**src/design/bwm_pkg.sv**
```systemverilog
// Shared types and constants for the battery window maximum monitor.
// Depends on nothing; bwm_ifs and the top level use it.
package bwm_pkg;

	// Voltage samples and thresholds, in millivolts
	localparam int MV_W = 16;
	typedef logic [MV_W-1:0] mv_t;

	// Status codes of a result transaction
	typedef enum logic [1:0] {
		STATUS_MISREAD  = 2'd0,
		STATUS_FILLING  = 2'd1,
		STATUS_OK       = 2'd2,
		STATUS_CRITICAL = 2'd3
	} status_t;

	// Threshold after reset: 12.0 V
	localparam mv_t CRIT_MV_RESET = mv_t'(12000);

endpackage

```
**src/design/bwm_ifs.sv**
```systemverilog
// Valid/ready channel interfaces for sample input and status output.
// Depends on bwm_pkg for the payload types.
interface bwm_in_if;
	logic             valid;
	logic             ready;
	bwm_pkg::mv_t     sample_millivolts;

	modport source (output valid, output sample_millivolts, input ready);
	modport sink   (input valid, input sample_millivolts, output ready);
endinterface

interface bwm_out_if;
	logic              valid;
	logic              ready;
	bwm_pkg::status_t  status;
	bwm_pkg::mv_t      window_max_millivolts;

	modport source (output valid, output status, output window_max_millivolts, input ready);
	modport sink   (input valid, input status, input window_max_millivolts, output ready);
endinterface

```
**src/design/bwm_ram.sv**
```systemverilog
// Generic single-write, single-read RAM with registered read data.
// No dependencies.
module bwm_ram #(
	parameter int WIDTH = 16,
	parameter int DEPTH = 20
) (
	input  logic                     clk,
	input  logic                     we,
	input  logic [$clog2(DEPTH)-1:0] waddr,
	input  logic [WIDTH-1:0]         wdata,
	input  logic [$clog2(DEPTH)-1:0] raddr,
	output logic [WIDTH-1:0]         rdata
);

	logic [WIDTH-1:0] mem [DEPTH];

	// Write port and registered read port
	always_ff @(posedge clk) begin
		if (we) begin
			mem[waddr] <= wdata;
		end
		rdata <= mem[raddr];
	end

endmodule

```
**src/design/battery_window_max_monitor_top.sv**
```systemverilog
// Battery window maximum monitor: top level with control FSM and threshold register.
// Depends on bwm_pkg, bwm_ifs (bwm_in_if, bwm_out_if) and bwm_ram.
//
// Each sample transaction yields exactly one result transaction. A zero sample is
// reported as a misread and stores nothing. Other samples are written into a ring
// of WINDOW entries held in a one-read-port RAM; until the ring has wrapped once the
// result is "filling" with a zero maximum. After that every stored sample triggers a
// scan of the whole ring, one entry per cycle through the RAM read port, and the
// result carries the maximum and ok/critical against crit_mv_q. Misread and filling
// samples go from idle straight to emit; a scanned sample goes through scan, drain
// and emit, its length set by the single RAM read port. Emit waits for a free output
// register. A finished result waits in an output register, so the next sample is
// taken while it is pending. No clearing pass is needed after reset: the ring is
// only read once every entry has been written. The user must write the threshold
// through cfg_we/cfg_wdata only while idle; the block itself does not enforce this.
module battery_window_max_monitor_top #(
	parameter int WINDOW = 20
) (
	input  logic              clk,
	input  logic              arst_n,
	input  logic              cfg_we,
	input  bwm_pkg::mv_t      cfg_wdata,
	bwm_in_if.sink            samples,
	bwm_out_if.source         results
);
	import bwm_pkg::*;

	localparam int PTR_W = $clog2(WINDOW);
	localparam logic [PTR_W-1:0] LAST_IDX = PTR_W'(WINDOW - 1);

	typedef enum logic [1:0] {
		ST_IDLE,
		ST_SCAN,
		ST_DRAIN,
		ST_EMIT
	} state_t;

	state_t           state_q;
	mv_t              crit_mv_q;
	logic [PTR_W-1:0] wptr_q;
	logic             full_q;
	logic [PTR_W-1:0] rd_idx_q;
	logic             rd_vld_s1;
	mv_t              max_q;
	logic             res_scan_q;
	status_t          res_status_q;
	logic             out_valid_q;
	status_t          out_status_q;
	mv_t              out_max_q;

	logic             accept;
	logic             smp_zero;
	logic             ring_we;
	logic             wrap;
	mv_t              ring_rdata;
	mv_t              max_next;
	logic             out_free;
	logic             emit_fire;
	status_t          emit_status;
	mv_t              emit_max;

	// Handshake and ring write on accepted nonzero samples
	assign samples.ready = (state_q == ST_IDLE);
	assign accept        = samples.valid && samples.ready;
	assign smp_zero      = (samples.sample_millivolts == '0);
	assign ring_we       = accept && !smp_zero;
	assign wrap          = (wptr_q == LAST_IDX);

	bwm_ram #(
		.WIDTH (MV_W),
		.DEPTH (WINDOW)
	) u_ring (
		.clk   (clk),
		.we    (ring_we),
		.waddr (wptr_q),
		.wdata (samples.sample_millivolts),
		.raddr (rd_idx_q),
		.rdata (ring_rdata)
	);

	// Running maximum over returned read data
	assign max_next = (rd_vld_s1 && (ring_rdata > max_q)) ? ring_rdata : max_q;

	// Result selection for the emit step
	always_comb begin
		if (res_scan_q) begin
			emit_status = (max_q < crit_mv_q) ? STATUS_CRITICAL : STATUS_OK;
			emit_max    = max_q;
		end else begin
			emit_status = res_status_q;
			emit_max    = '0;
		end
	end

	assign out_free  = !out_valid_q || results.ready;
	assign emit_fire = (state_q == ST_EMIT) && out_free;

	// Threshold register
	always_ff @(posedge clk or negedge arst_n) begin
		if (!arst_n) begin
			crit_mv_q <= CRIT_MV_RESET;
		end else if (cfg_we) begin
			crit_mv_q <= cfg_wdata;
		end
	end

	// Control FSM, ring pointer, scan and output register
	always_ff @(posedge clk or negedge arst_n) begin
		if (!arst_n) begin
			state_q      <= ST_IDLE;
			wptr_q       <= '0;
			full_q       <= 1'b0;
			rd_idx_q     <= '0;
			rd_vld_s1    <= 1'b0;
			max_q        <= '0;
			res_scan_q   <= 1'b0;
			res_status_q <= STATUS_MISREAD;
			out_valid_q  <= 1'b0;
			out_status_q <= STATUS_MISREAD;
			out_max_q    <= '0;
		end else begin
			rd_vld_s1 <= (state_q == ST_SCAN);
			// Output valid: set on emit, cleared when the pending result is taken
			if (emit_fire) begin
				out_valid_q <= 1'b1;
			end else if (results.ready) begin
				out_valid_q <= 1'b0;
			end
			unique case (state_q)
				ST_IDLE: begin
					if (accept) begin
						max_q    <= '0;
						rd_idx_q <= '0;
						if (smp_zero) begin
							res_scan_q   <= 1'b0;
							res_status_q <= STATUS_MISREAD;
							state_q      <= ST_EMIT;
						end else begin
							wptr_q <= wrap ? '0 : wptr_q + PTR_W'(1);
							full_q <= full_q || wrap;
							if (full_q || wrap) begin
								res_scan_q <= 1'b1;
								state_q    <= ST_SCAN;
							end else begin
								res_scan_q   <= 1'b0;
								res_status_q <= STATUS_FILLING;
								state_q      <= ST_EMIT;
							end
						end
					end
				end
				ST_SCAN: begin
					max_q <= max_next;
					if (rd_idx_q == LAST_IDX) begin
						state_q <= ST_DRAIN;
					end else begin
						rd_idx_q <= rd_idx_q + PTR_W'(1);
					end
				end
				ST_DRAIN: begin
					max_q   <= max_next;
					state_q <= ST_EMIT;
				end
				ST_EMIT: begin
					if (out_free) begin
						out_status_q <= emit_status;
						out_max_q    <= emit_max;
						state_q      <= ST_IDLE;
					end
				end
				default: state_q <= ST_IDLE;
			endcase
		end
	end

	assign results.valid                 = out_valid_q;
	assign results.status                = out_status_q;
	assign results.window_max_millivolts = out_max_q;

	// Ring pointer never leaves the window
	a_wptr_range: assert property (@(posedge clk) disable iff (!arst_n)
		wptr_q <= LAST_IDX)
		else $error("ring write pointer out of range");

	// A zero sample leads straight to a misread result without a scan
	a_misread_path: assert property (@(posedge clk) disable iff (!arst_n)
		accept && smp_zero |=> state_q == ST_EMIT && !res_scan_q
			&& res_status_q == STATUS_MISREAD)
		else $error("misread sample did not take the direct path");

	// Read data is only accumulated in the cycle after a scan read was issued
	a_read_follow: assert property (@(posedge clk) disable iff (!arst_n)
		rd_vld_s1 |-> $past(state_q == ST_SCAN))
		else $error("read data valid without a scan read");

	// A threshold result is only produced once the ring has filled
	a_full_before_max: assert property (@(posedge clk) disable iff (!arst_n)
		results.valid && (results.status == STATUS_OK || results.status == STATUS_CRITICAL)
			|-> full_q)
		else $error("window maximum reported before ring filled");

	// Misread and filling results carry a zero maximum
	a_zero_max: assert property (@(posedge clk) disable iff (!arst_n)
		results.valid && (results.status == STATUS_MISREAD || results.status == STATUS_FILLING)
			|-> results.window_max_millivolts == '0)
		else $error("nonzero maximum on misread or filling result");

endmodule
```
**src/flat_wrapper.sv**
```systemverilog
// flat-port wrapper written by rule: the top's interface ports become plain ports
module battery_window_max_monitor_top_flat import bwm_pkg::*;
#(
	parameter int WINDOW = 20
)
  (clk, arst_n, cfg_we, cfg_wdata, samples_valid, samples_sample_millivolts, samples_ready, results_valid, results_status, results_window_max_millivolts, results_ready);
  bwm_in_if samples_i ();
  bwm_out_if results_i ();
  input  logic clk;
  input  logic arst_n;
  input  logic cfg_we;
  input  bwm_pkg::mv_t cfg_wdata;
  input wire logic [$bits(samples_i.valid)-1:0] samples_valid;
  input wire logic [$bits(samples_i.sample_millivolts)-1:0] samples_sample_millivolts;
  output wire logic [$bits(samples_i.ready)-1:0] samples_ready;
  output wire logic [$bits(results_i.valid)-1:0] results_valid;
  output wire logic [$bits(results_i.status)-1:0] results_status;
  output wire logic [$bits(results_i.window_max_millivolts)-1:0] results_window_max_millivolts;
  input wire logic [$bits(results_i.ready)-1:0] results_ready;
  assign samples_i.valid = samples_valid;
  assign samples_i.sample_millivolts = samples_sample_millivolts;
  assign samples_ready = samples_i.ready;
  assign results_valid = results_i.valid;
  assign results_status = results_i.status;
  assign results_window_max_millivolts = results_i.window_max_millivolts;
  assign results_i.ready = results_ready;
  battery_window_max_monitor_top #(.WINDOW(WINDOW)) u_core (.clk(clk), .arst_n(arst_n), .cfg_we(cfg_we), .cfg_wdata(cfg_wdata), .samples(samples_i), .results(results_i));
endmodule
```
**config.mk**
```make
export PLATFORM = sky130hd
export DESIGN_NAME = battery_window_max_monitor_top_flat
export DESIGN_NICKNAME = d
export VERILOG_FILES = /design/src/design/bwm_pkg.sv /design/src/design/bwm_ifs.sv /design/src/design/bwm_ram.sv /design/src/design/battery_window_max_monitor_top.sv /design/src/flat_wrapper.sv
export SDC_FILE = /design/constraint.sdc
export NUM_CORES = 1
export LEC_CHECK = 0
export BUFFER_PORTS_ARGS = -buffer_cell sky130_fd_sc_hd__buf_4
export CORE_MARGIN = 2
export CORE_UTILIZATION = 40
export DETAILED_ROUTE_END_ITERATION = 12
export PLACE_DENSITY = 0.66
export SETUP_SLACK_MARGIN = 0.4
export SLEW_MARGIN = 20
export SYNTH_ARGS = -nofsm -noshare
export SYNTH_HDL_FRONTEND = slang
export SYNTH_SLANG_ARGS = --single-unit
```
**constraint.sdc**
```tcl
create_clock -name clk -period 3.5 [get_ports clk]
set_input_delay 0.525 -clock clk [delete_from_list [all_inputs] [get_ports clk]]
set_output_delay 0.525 -clock clk [all_outputs]
set_load 0.02 [all_outputs]
```
* After elaboration in Yosys (flattened, before gate mapping)
Memories as Yosys holds them, arrays and structs flattened. A register that Yosys moved wholly into a read port is not among the register bits.
Cells that the tools add are included.
Widths: inputs -> output; s select.
** Word-level totals
- Memories :: 1
- Bits in registers :: 68
- Memory bits (writable) :: 320
- Input port bits :: 37
** Memories
- u_core.u_ring.mem :: depth 20, width 16, rd ports 1, clocked after memory_dff 1, write ports 1, line bwm_ram.sv:15 : logic [WIDTH-1:0] mem [DEPTH];
** Cells by class
- Add/subtract/negate cells :: 2
- Mux-type cells :: 24
- Eq/ne operators :: 11
- Magnitude comparators :: 2
- Reductions and logical operators :: 21
- Bitwise logic cells :: 1
** Operators by type and width (number)
- $mux 16 :: 3
- $pmux 16 s2 :: 1
- $gt 16x16->1 :: 1
- $logic_not 16->1 :: 1
- $lt 16x16->1 :: 1
- $mux 2 :: 8
- $mux 5 :: 3
- $reduce_and 3->1 :: 5
- $add 5x1->5 const B :: 2
- $eq 5x5->1 const B :: 2
- $pmux 5 s2 :: 1
- $pmux 2 s4 :: 1
- $mux 1 :: 7
- $ne 2x1->1 const B :: 3
- $ne 2x2->1 const B :: 3
- $reduce_bool 2->1 :: 3
- $eq 2x2->1 const B :: 2
- $logic_and 1x1->1 :: 4
- $reduce_and 2->1 :: 2
- $eq 2x1->1 const B :: 1
- $logic_not 1->1 :: 2
- $logic_not 2->1 :: 1
- $logic_or 1x1->1 :: 2
- $reduce_or 2->1 :: 1
- $not 1->1 :: 1

* Depth between registers and ports, before layout
Gate-level depths: netlist of the first run.
- Depth in word-level cells :: 6
- Depth in mapped cells :: 9

* By module
From an unflattened synthesis of the first run, not the netlist that was laid out.
** Unflattened totals
- Cell total of the unflattened synthesis :: 1041
- Area, all modules :: 16294.4 um^2
** By module, submodules not included
- bwm_ram :: area each 12781.0 um^2, instances 1, cells an instance 682
- battery_window_max_monitor_top :: area each 3513.4 um^2, instances 1, cells an instance 359

* Least setup slack after synthesis of the first run
OpenSTA, ideal clock, no wires.
- Path kind :: reg-to-reg
- From :: reg u_core.state_q[0]
- To :: mem u_core.u_ring.mem[15][0] (enable)
- Path slack :: 0.867 ns
- Path buffers :: 0
- Period minus slack after synthesis :: 2.633 ns
- Cell stages (with the launch flop) :: 7
- Setup time :: 0.390 ns
- Arrival time :: 2.243 ns
- Path through :: dfrtp_1 inv_1 ha_1 nand2_1 a41oi_2 nand2_1 nor2_1
** Between the ends
- Longest elaborated chain between the ends :: 5
** RTL lines
- start: declaration :: line battery_window_max_monitor_top.sv:38 : state_t state_q;
- start signal: assignment :: line battery_window_max_monitor_top.sv:110 : state_q <= ST_IDLE;
- start signal: assignment :: line battery_window_max_monitor_top.sv:137 : state_q <= ST_EMIT;
- start signal: assignment :: line battery_window_max_monitor_top.sv:143 : state_q <= ST_SCAN;
- $logic_not 2->1 :: line battery_window_max_monitor_top.sv:63 : assign samples.ready = (state_q == ST_IDLE);
- named net samples_ready :: line flat_wrapper.sv:15 : output wire logic [$bits(samples_i.ready)-1:0] samples_ready;
- $logic_and 1x1->1 :: line battery_window_max_monitor_top.sv:64 : assign accept = samples.valid && samples.ready;
- $logic_and 1x1->1 :: line battery_window_max_monitor_top.sv:66 : assign ring_we = accept && !smp_zero;
- $mux 1 :: line bwm_ram.sv:19 : if (we) begin
- $mux 1 (implied by the code) :: line bwm_ram.sv:20 : mem[waddr] <= wdata;
- end: declaration :: line bwm_ram.sv:15
The timed path passes the listed nets, and every way through them passes these cells.

* Final worst setup path of the first run
- From :: reg u_core.state_q[1]
- To :: mem u_core.u_ring.mem[3][7] (enable)
** Between the ends
- Longest elaborated chain between the ends :: 5
** RTL lines (line)
- $logic_not 2->1 :: battery_window_max_monitor_top.sv:63
- $logic_and 1x1->1 :: battery_window_max_monitor_top.sv:64
- $logic_and 1x1->1 :: battery_window_max_monitor_top.sv:66
- $mux 1 :: bwm_ram.sv:19
- $mux 1 (implied by the code) :: bwm_ram.sv:20
No other way between the ends.

==> key figures, run 1 <==
CTS
  – Cells resized by post-CTS repair: 0
  – CTS tree: built
  – Clk_lat worst skew: 0.55 ns
  – Post-CTS Setup Repair Bufs: 0
  – Register clock-pin slew on the reported worst setup and hold paths: 0.05 ns
  – Post-CTS Hold Buffers: 0
  – Num CTS Buffers: 41
  – CTS root buf: clkbuf_16
  – CTS max path bufs: 3
  – Sink Count: 403
  – Htree depth: 2

Floorplan
  – Initial core utilization: 0.403
  – Row Count: 74
  – Core area: 40600 sq um
  – Total Die Area: 42500 sq um
  – IO Count: 57
  – Die W: 206 um
  – Die height: 206 um

Synthesis
  – Yosys warns: 0
  – Cell count after synthesis: 951
  – Syn_area_per_cell: 17.2 sq um
  – Post-synth EDFFs: 320
  – Syn Nets: 1028
  – Sequential share of the synthesized area: 0.710
  – Seq cells post-synth: 403
  – Synth unique cells: 54
  – Top_reg_cell synth: edfxtp_1
  – Mapped Area: 16400 sq um
  – Synth async-reset ratio: 0.166

Global route
  – Vias in the first global route: 8502
  – GRT Resource Usage Total: 0.162
  – Initial antenna violation count: 0
  – Grt ovf: 0
  – Pin count of the biggest net entering global routing: 68
  – First-pass GRT wire length: 51500 um

Routing
  – Vias: 8479
  – WL/cell: 21.0 um
  – DR iter-0 viols: 551
  – Pre-antenna DRT Iters: 5
  – DRT antenna net count: 0
  – Residual DRC count: 0
  – Drt total wl: 33700 um
  – Vias per Instance: 5.28

Placed design
  – Worst slack, placed: 0.879 ns
  – Port Buffer Count: 56
  – Hpwl dp: 21600 um
  – Placer congestion estimate: 0.773
  – Area post-placement: 17600 sq um

Setup path
  – Req. time, crit path: 3.74 ns
  – Crit Path Max Fanout: 15
  – Worst path arrival time: 2.91 ns
  – Crit path max-delay cell type: ha_1
  – Flop-to-flop setup slack: 0.83 ns
  – Worst setup EP type: register
  – Worst r2r dst: u_core.u_ring.mem[3][7]
  – Crit path cell chain: inv_1, ha_1, nand2_1, a41oi_2, nand2_1, nor2_1, buf_4
  – Delay of the slowest critical-path stage: 0.44 ns
  – Reg2reg start: u_core.state_q[1]
  – Crit path kind: register to register
  – Most frequent CP cell: nand2_1
  – R2R depth: 7
  – Crit start category: register

STA
  – Final worst slack: 0.827 ns
  – Max Clock Freq: 0.374 GHz
  – Final hold violation count: 0
  – Max_slew headroom: 0.326
  – Setup Skew: 0.0213 ns
  – RSZ-0062 raised after global routing: false
  – Hold slack: 0.0790 ns
  – Final period util: 0.764
  – Final total negative setup slack: 0 ns
  – Minimum clock period: 2.67 ns
  – Worst Tran Pin Value: 1.01 ns
  – Final setup viols: 0
  – Slew Limit Fails: 0

Layout
  – Total Nets Final: 1122
  – Synthesis-to-finish area growth: 14.7%
  – Final Instance Area: 18800 sq um
  – N_diodes: 0
  – Proportion of layout cells with a drive suffix above 1: 0.258

Pwr
  – LEAKAGE: 0.00668 uW
  – Power per cell area: 779 nW/um^2
  – Peak VDD IR: 0.000371 V

Run
  – Max Cap Viol: 0

Min path
  – Hold Crit Class: input pin to asynchronous set/reset pin

Outcome
  – Status: finished clean
where the power goes:
part | switching, uW | internal, uW
Sequential | 472 | 5640
Clock | 1740 | 2240
Combinational | 2350 | 2170
Total | 4560 | 10100
how the worst max path moves through the flow:
stage | from | end | slack, ns | cells after the start
2_1_floorplan | u_core.state_q[0] | u_core.u_ring.mem[15][0] | 0.87 | 6
3_3_place_gp | u_core.state_q[0] | u_core.u_ring.mem[9][12] | 0.91 | 7
3_5_place_dp | u_core.state_q[0] | u_core.u_ring.mem[3][13] | 0.88 | 7
4_1_cts | u_core.state_q[0] | u_core.u_ring.mem[3][7] | 0.84 | 7
5_1_grt | u_core.state_q[0] | u_core.u_ring.mem[11][13] | 0.58 | 7
6_report | u_core.state_q[1] | u_core.u_ring.mem[3][7] | 0.83 | 7
per-layer routing:
layer	track usage	vias to the layer above	part of all wire
met1	0.231	4352	0.46
met5	0	-	0
li1	-	3861	-
met2	0.257	223	0.47
met4	0.0441	0	0.020
met3	0.0311	43	0.055
metrics by stage:
stage | instances | power, uW | util
after CTS | 1607 | 14800 | 0.463
after floorplan | 951 | 9430 | -
after global placement | 1534 | 10700 | 0.433
final | 1607 | 14600 | 0.463
after global routing | 1607 | 15400 | 0.463
after detailed placement | 1534 | 10800 | 0.433
cell usage after synthesis, types with 2 or more instances:
cell / count / share of area
edfxtp_1: 320 / 0.59
nand2_1: 82 / 0.019
mux4_2: 80 / 0.11
dfrtp_1: 60 / 0.092
inv_1: 54 / 0.012
o21ai_0: 45 / 0.014
ha_1: 40 / 0.031
mux2_2: 36 / 0.025
a21oi_1: 30 / 0.0092
nor2_1: 28 / 0.0064
clkbuf_1: 21 / 0.0048
mux2i_1: 17 / 0.010
dfxtp_1: 16 / 0.020
o22ai_1: 16 / 0.0061
buf_2: 8 / 0.0024
buf_1: 7 / 0.0016
dfstp_2: 7 / 0.011
nand3_1: 7 / 0.0021
a31oi_1: 6 / 0.0023
nor2b_1: 6 / 0.0023
a21o_1: 5 / 0.0023
buf_6: 5 / 0.0034
nand2b_1: 5 / 0.0019
nand4_1: 5 / 0.0019
and3_1: 4 / 0.0015
nor4_1: 4 / 0.0015
buf_4: 3 / 0.0014
nand3b_1: 3 / 0.0014
or2_2: 3 / 0.0011
nor3_1: 2 / 0.00061
o211ai_1: 2 / 0.00092
o31ai_1: 2 / 0.00092
flip-flops by register name, summed over array words and instances, names as in the netlist:
name,cells
u_core.crit_mv_q,16
u_core.full_q,1
u_core.max_q,16
u_core.rd_idx_q,5
u_core.rd_vld_s1,1
u_core.res_scan_q,1
u_core.res_status_q,1
u_core.results.status,2
u_core.results.valid,1
u_core.results.window_max_millivolts,16
u_core.state_q,2
u_core.u_ring.mem,320
u_core.u_ring.rdata,16
u_core.wptr_q,5
kinds of logic after synthesis:
family                     after synthesis  synth area share
and+or+nand+nor                        157            0.0435
buffers and inverters                   98            0.0261
adders and majority gates               40            0.0306
DFF                                    403             0.710
xor gates and xnor gates                 2           0.00107
muxes                                  133             0.145
AOI/OAI and AO/OA                      118            0.0434
cells in the final DEF (no fill, tap or decap), types with 6 or more instances in the layout:
cell and instances:
ha_1 40, a31oi_1 6, nand2_1 82, nor2b_1 6, nor2_1 27, clkbuf_16 41
buf_4 92, clkbuf_1 15, dfxtp_1 16, inv_1 54, dfstp_2 7, dfrtp_1 58
o21ai_0 45, mux2i_1 17, a21oi_1 30, nand3_1 7, mux2_2 36, edfxtp_1 320
o22ai_1 16, clkinv_1 10, mux4_2 80
critical path: cells and delay by family, from the launching register on:
kind	cells	cell delay (ns)
compound gates	1	0.43
fa+ha+maj	1	0.44
simple gates	3	0.74
buf+inv	2	0.34
flops	1	0.42
area by class of cell:
cell class / instances / area [sq um]
Clock inverter: 17 / 126
Clock buffer: 56 / 1080
Inverter: 54 / 203
Tap cell: 532 / 666
Sequential cell: 403 / 11600
Multi-Input combinational cell: 450 / 4320
Timing Repair Buffer: 95 / 751
Fill cell: 3501 / 21800
(Power assumes the default switching activity.)
==> inputs of run 2 (changes only) <==
- ABC_AREA: unset -> 1
- PLACE_DENSITY: 0.66 -> 0.69
- clock period: 3.5 -> 2.2 ns (I/O delays scaled with it)
==> run 2 against run 1 <==
Utilization increased by 6.0 points. Largest power group is now combinational cells. Final cell count increased by 35%. Power increased by 85%. Synthesized cell count increased by 52%. Setup slack got worse by 0.47 ns. Die area increased by 2.1%. Critical endpoint is now u_core.max_q[8]. Design area increased by 14%.
==> key figures, run 2 <==
Layout
  – Total Nets Final: 1690
  – Max FFs per register: 320
  – Register Area: 11600 sq um
  – Final Instance Area: 21400 sq um
  – FILL cells: 3258
  – Synthesis-to-finish area growth: 28.3%
  – Commonest non-fill, non-tap cells in the layout: edfxtp_1 (320), nor2_1 (203), nand2_1 (164), o21ai_0 (139), buf_4 (133)
  – Proportion of layout cells with a drive suffix above 1: 0.268
  – Final Non-Filler Cells: 2176
  – Commonest non-fill, non-tap cell in the layout: edfxtp_1
  – N_diodes: 0
  – Area of the multi-input gates: 5380 sq um
  – Largest Register: u_core.u_ring.mem

CTS
  – Register clock-pin slew on the reported worst setup and hold paths: 0.06 ns
  – Sink Count: 403
  – Clk_lat worst skew: 0.57 ns
  – CTS max path bufs: 3
  – Num CTS Buffers: 41
  – CTS tree: built
  – Htree depth: 2
  – CTS root buf: clkbuf_16

Pwr
  – LEAKAGE: 0.00819 uW
  – Peak VDD IR: 0.000826 V
  – Power per cell area: 1260 nW/um^2
  – Total Power: 27000 uW

Synthesis
  – Post-synth EDFFs: 320
  – Yosys top cell area share: 0.575
  – Top cells by area, synth: edfxtp_1 (58%), dfrtp_1 (9.0%), o21ai_0 (6.0%)
  – Most frequent cell after synthesis: edfxtp_1
  – Cell count after synthesis: 1446
  – Synth async-reset ratio: 0.166
  – Syn_area_per_cell: 11.6 sq um
  – Mapped Area: 16700 sq um
  – Seq cells post-synth: 403
  – Sequential share of the synthesized area: 0.695
  – Synth unique cells: 40
  – Syn Nets: 1523
  – Synth top cells by count: edfxtp_1 (320), nor2_1 (235), o21ai_0 (200), nand2_1 (185), inv_1 (82)
  – Yosys warns: 0
  – Top_reg_cell synth: edfxtp_1
  – Cell taking the most area after synthesis: edfxtp_1

STA
  – Hold slack: 0.0561 ns
  – Slew Limit Fails: 0
  – Final period util: 0.836
  – Final setup viols: 0
  – Worst Tran Pin Value: 0.794 ns
  – Max Clock Freq: 0.544 GHz
  – Minimum clock period: 1.84 ns
  – Max_slew headroom: 0.466
  – Final hold violation count: 0
  – Setup Skew: 0.0141 ns
  – Final total negative setup slack: 0 ns
  – RSZ-0062 raised after global routing: true

Routing
  – Drt total wl: 46600 um
  – Residual DRC count: 0
  – Vias: 12.0k
  – DRT antenna net count: 0
  – WL/cell: 21.4 um
  – DR iter-0 viols: 1252
  – Pre-antenna DRT Iters: 5
  – Vias per Instance: 5.53

Placed design
  – Port Buffer Count: 56
  – Placer congestion estimate: 0.877
  – Cells after DPL: 2022
  – Hpwl dp: 27400 um
  – Area post-placement: 18200 sq um

Global route
  – Pin count of the biggest net entering global routing: 68
  – GRT Resource Usage Total: 0.199
  – Vias in the first global route: 11.3k
  – Grt ovf: 0
  – Initial antenna violation count: 0
  – First-pass GRT wire length: 65500 um

Floorplan
  – Initial core utilization: 0.407
  – Die height: 208 um
  – Total Die Area: 43400 sq um
  – IO Count: 57
  – Core area: 41000 sq um
  – Row Count: 74
  – Die W: 208 um

Outcome
  – Status: finished clean

Setup path
  – Crit Path Max Fanout: 8
  – Critical path startpoint: u_core.max_q[14]
  – Req. time, crit path: 2.71 ns
  – Delay of the slowest critical-path stage: 0.37 ns
  – Worst setup EP type: register
  – Reg2reg start: u_core.max_q[14]
  – Crit path kind: register to register
  – Crit path cell chain: inv_2, ha_4, nand2_4, nor2_4, nand4_4, o21a_1, nand2_4, nand2_8, nand2_8, nand2_2, nand2_2
  – Crit start category: register
  – Worst path arrival time: 2.35 ns
  – Flop-to-flop setup slack: 0.36 ns
  – Crit path max-delay cell type: dfrtp_1

Min path
  – Hold Crit Class: input pin to register
  – Hold Crit Start: results_ready

Run
  – Max Cap Viol: 0
-- run 2: worst max-delay path: cells and delay by family, from the launching register on --
family	cells	cell delay, ns
buffers and inverters	1	0.07
and+or+nand+nor	8	0.82
adders and majority gates	1	0.27
AOI/OAI and AO/OA	1	0.24
DFF	1	0.37
-- run 2: cell families after synthesis --
group           after synthesis  synth area share
xor+xnor                      1          0.000524
fa+ha+maj                    40            0.0300
compound gates              328             0.105
flops                       403             0.695
buf+inv                     161            0.0424
simple gates                513             0.127
-- run 2: path summary, 6_finish.rpt --
| path | cells past startpoint | end |
|---|---|---|
| max in group asynchronous | 3 | u_core.wptr_q[1] |
| min in group asynchronous | 2 | u_core.crit_mv_q[12] |
| max | 11 | u_core.max_q[8] |
| min reg2reg | 2 | u_core.full_q |
| max reg2reg | 11 | u_core.max_q[8] |
| min | 4 | u_core.results.valid |
-- run 2: where the power goes --
| group | leakage (uW) | switching [uW] | internal, uW |
|---|---|---|---|
| Clock | 0.000667 | 2930 | 4130 |
| Sequential | 0.00385 | 487 | 9000 |
| Combinational | 0.00368 | 6570 | 3890 |
-- run 2: what timing repair did --
| item | in CTS | in global routing |
|---|---|---|
| pin swaps | 26 | 50 |
| gates cloned | 3 | 10 |
| setup buffers | 35 | 15 |
| hold buffers | 17 | 0 |
| setup endpoints to repair | 365 | 77 |
| endpoints found under the hold margin | 40 | 0 |
| gates resized for setup | 37 | 204 |
-- run 2: layout make-up --
cell class / count / share of cell area
well taps: 532 / 0.0311
flip-flops and latches: 403 / 0.542
inverters: 86 / 0.0156
clock inverters: 30 / 0.0142
repair buffers: 196 / 0.0975
multi-input cells: 885 / 0.251
clock buffers: 44 / 0.0484
-- run 2: per-layer routing --
metal / track usage / part of all wire
met5: 0 / 0
met4: 0.0781 / 0.038
met1: 0.267 / 0.39
met3: 0.0314 / 0.080
met2: 0.324 / 0.49
-- run 2: stage by stage --
step,setup slack (ns),utilization
2_1_floorplan,0.271,-
6_report,0.361,0.523
5_1_grt,0.265,0.523
3_3_place_gp,-0.296,0.445
3_5_place_dp,-0.330,0.445
4_1_cts,0.278,0.498
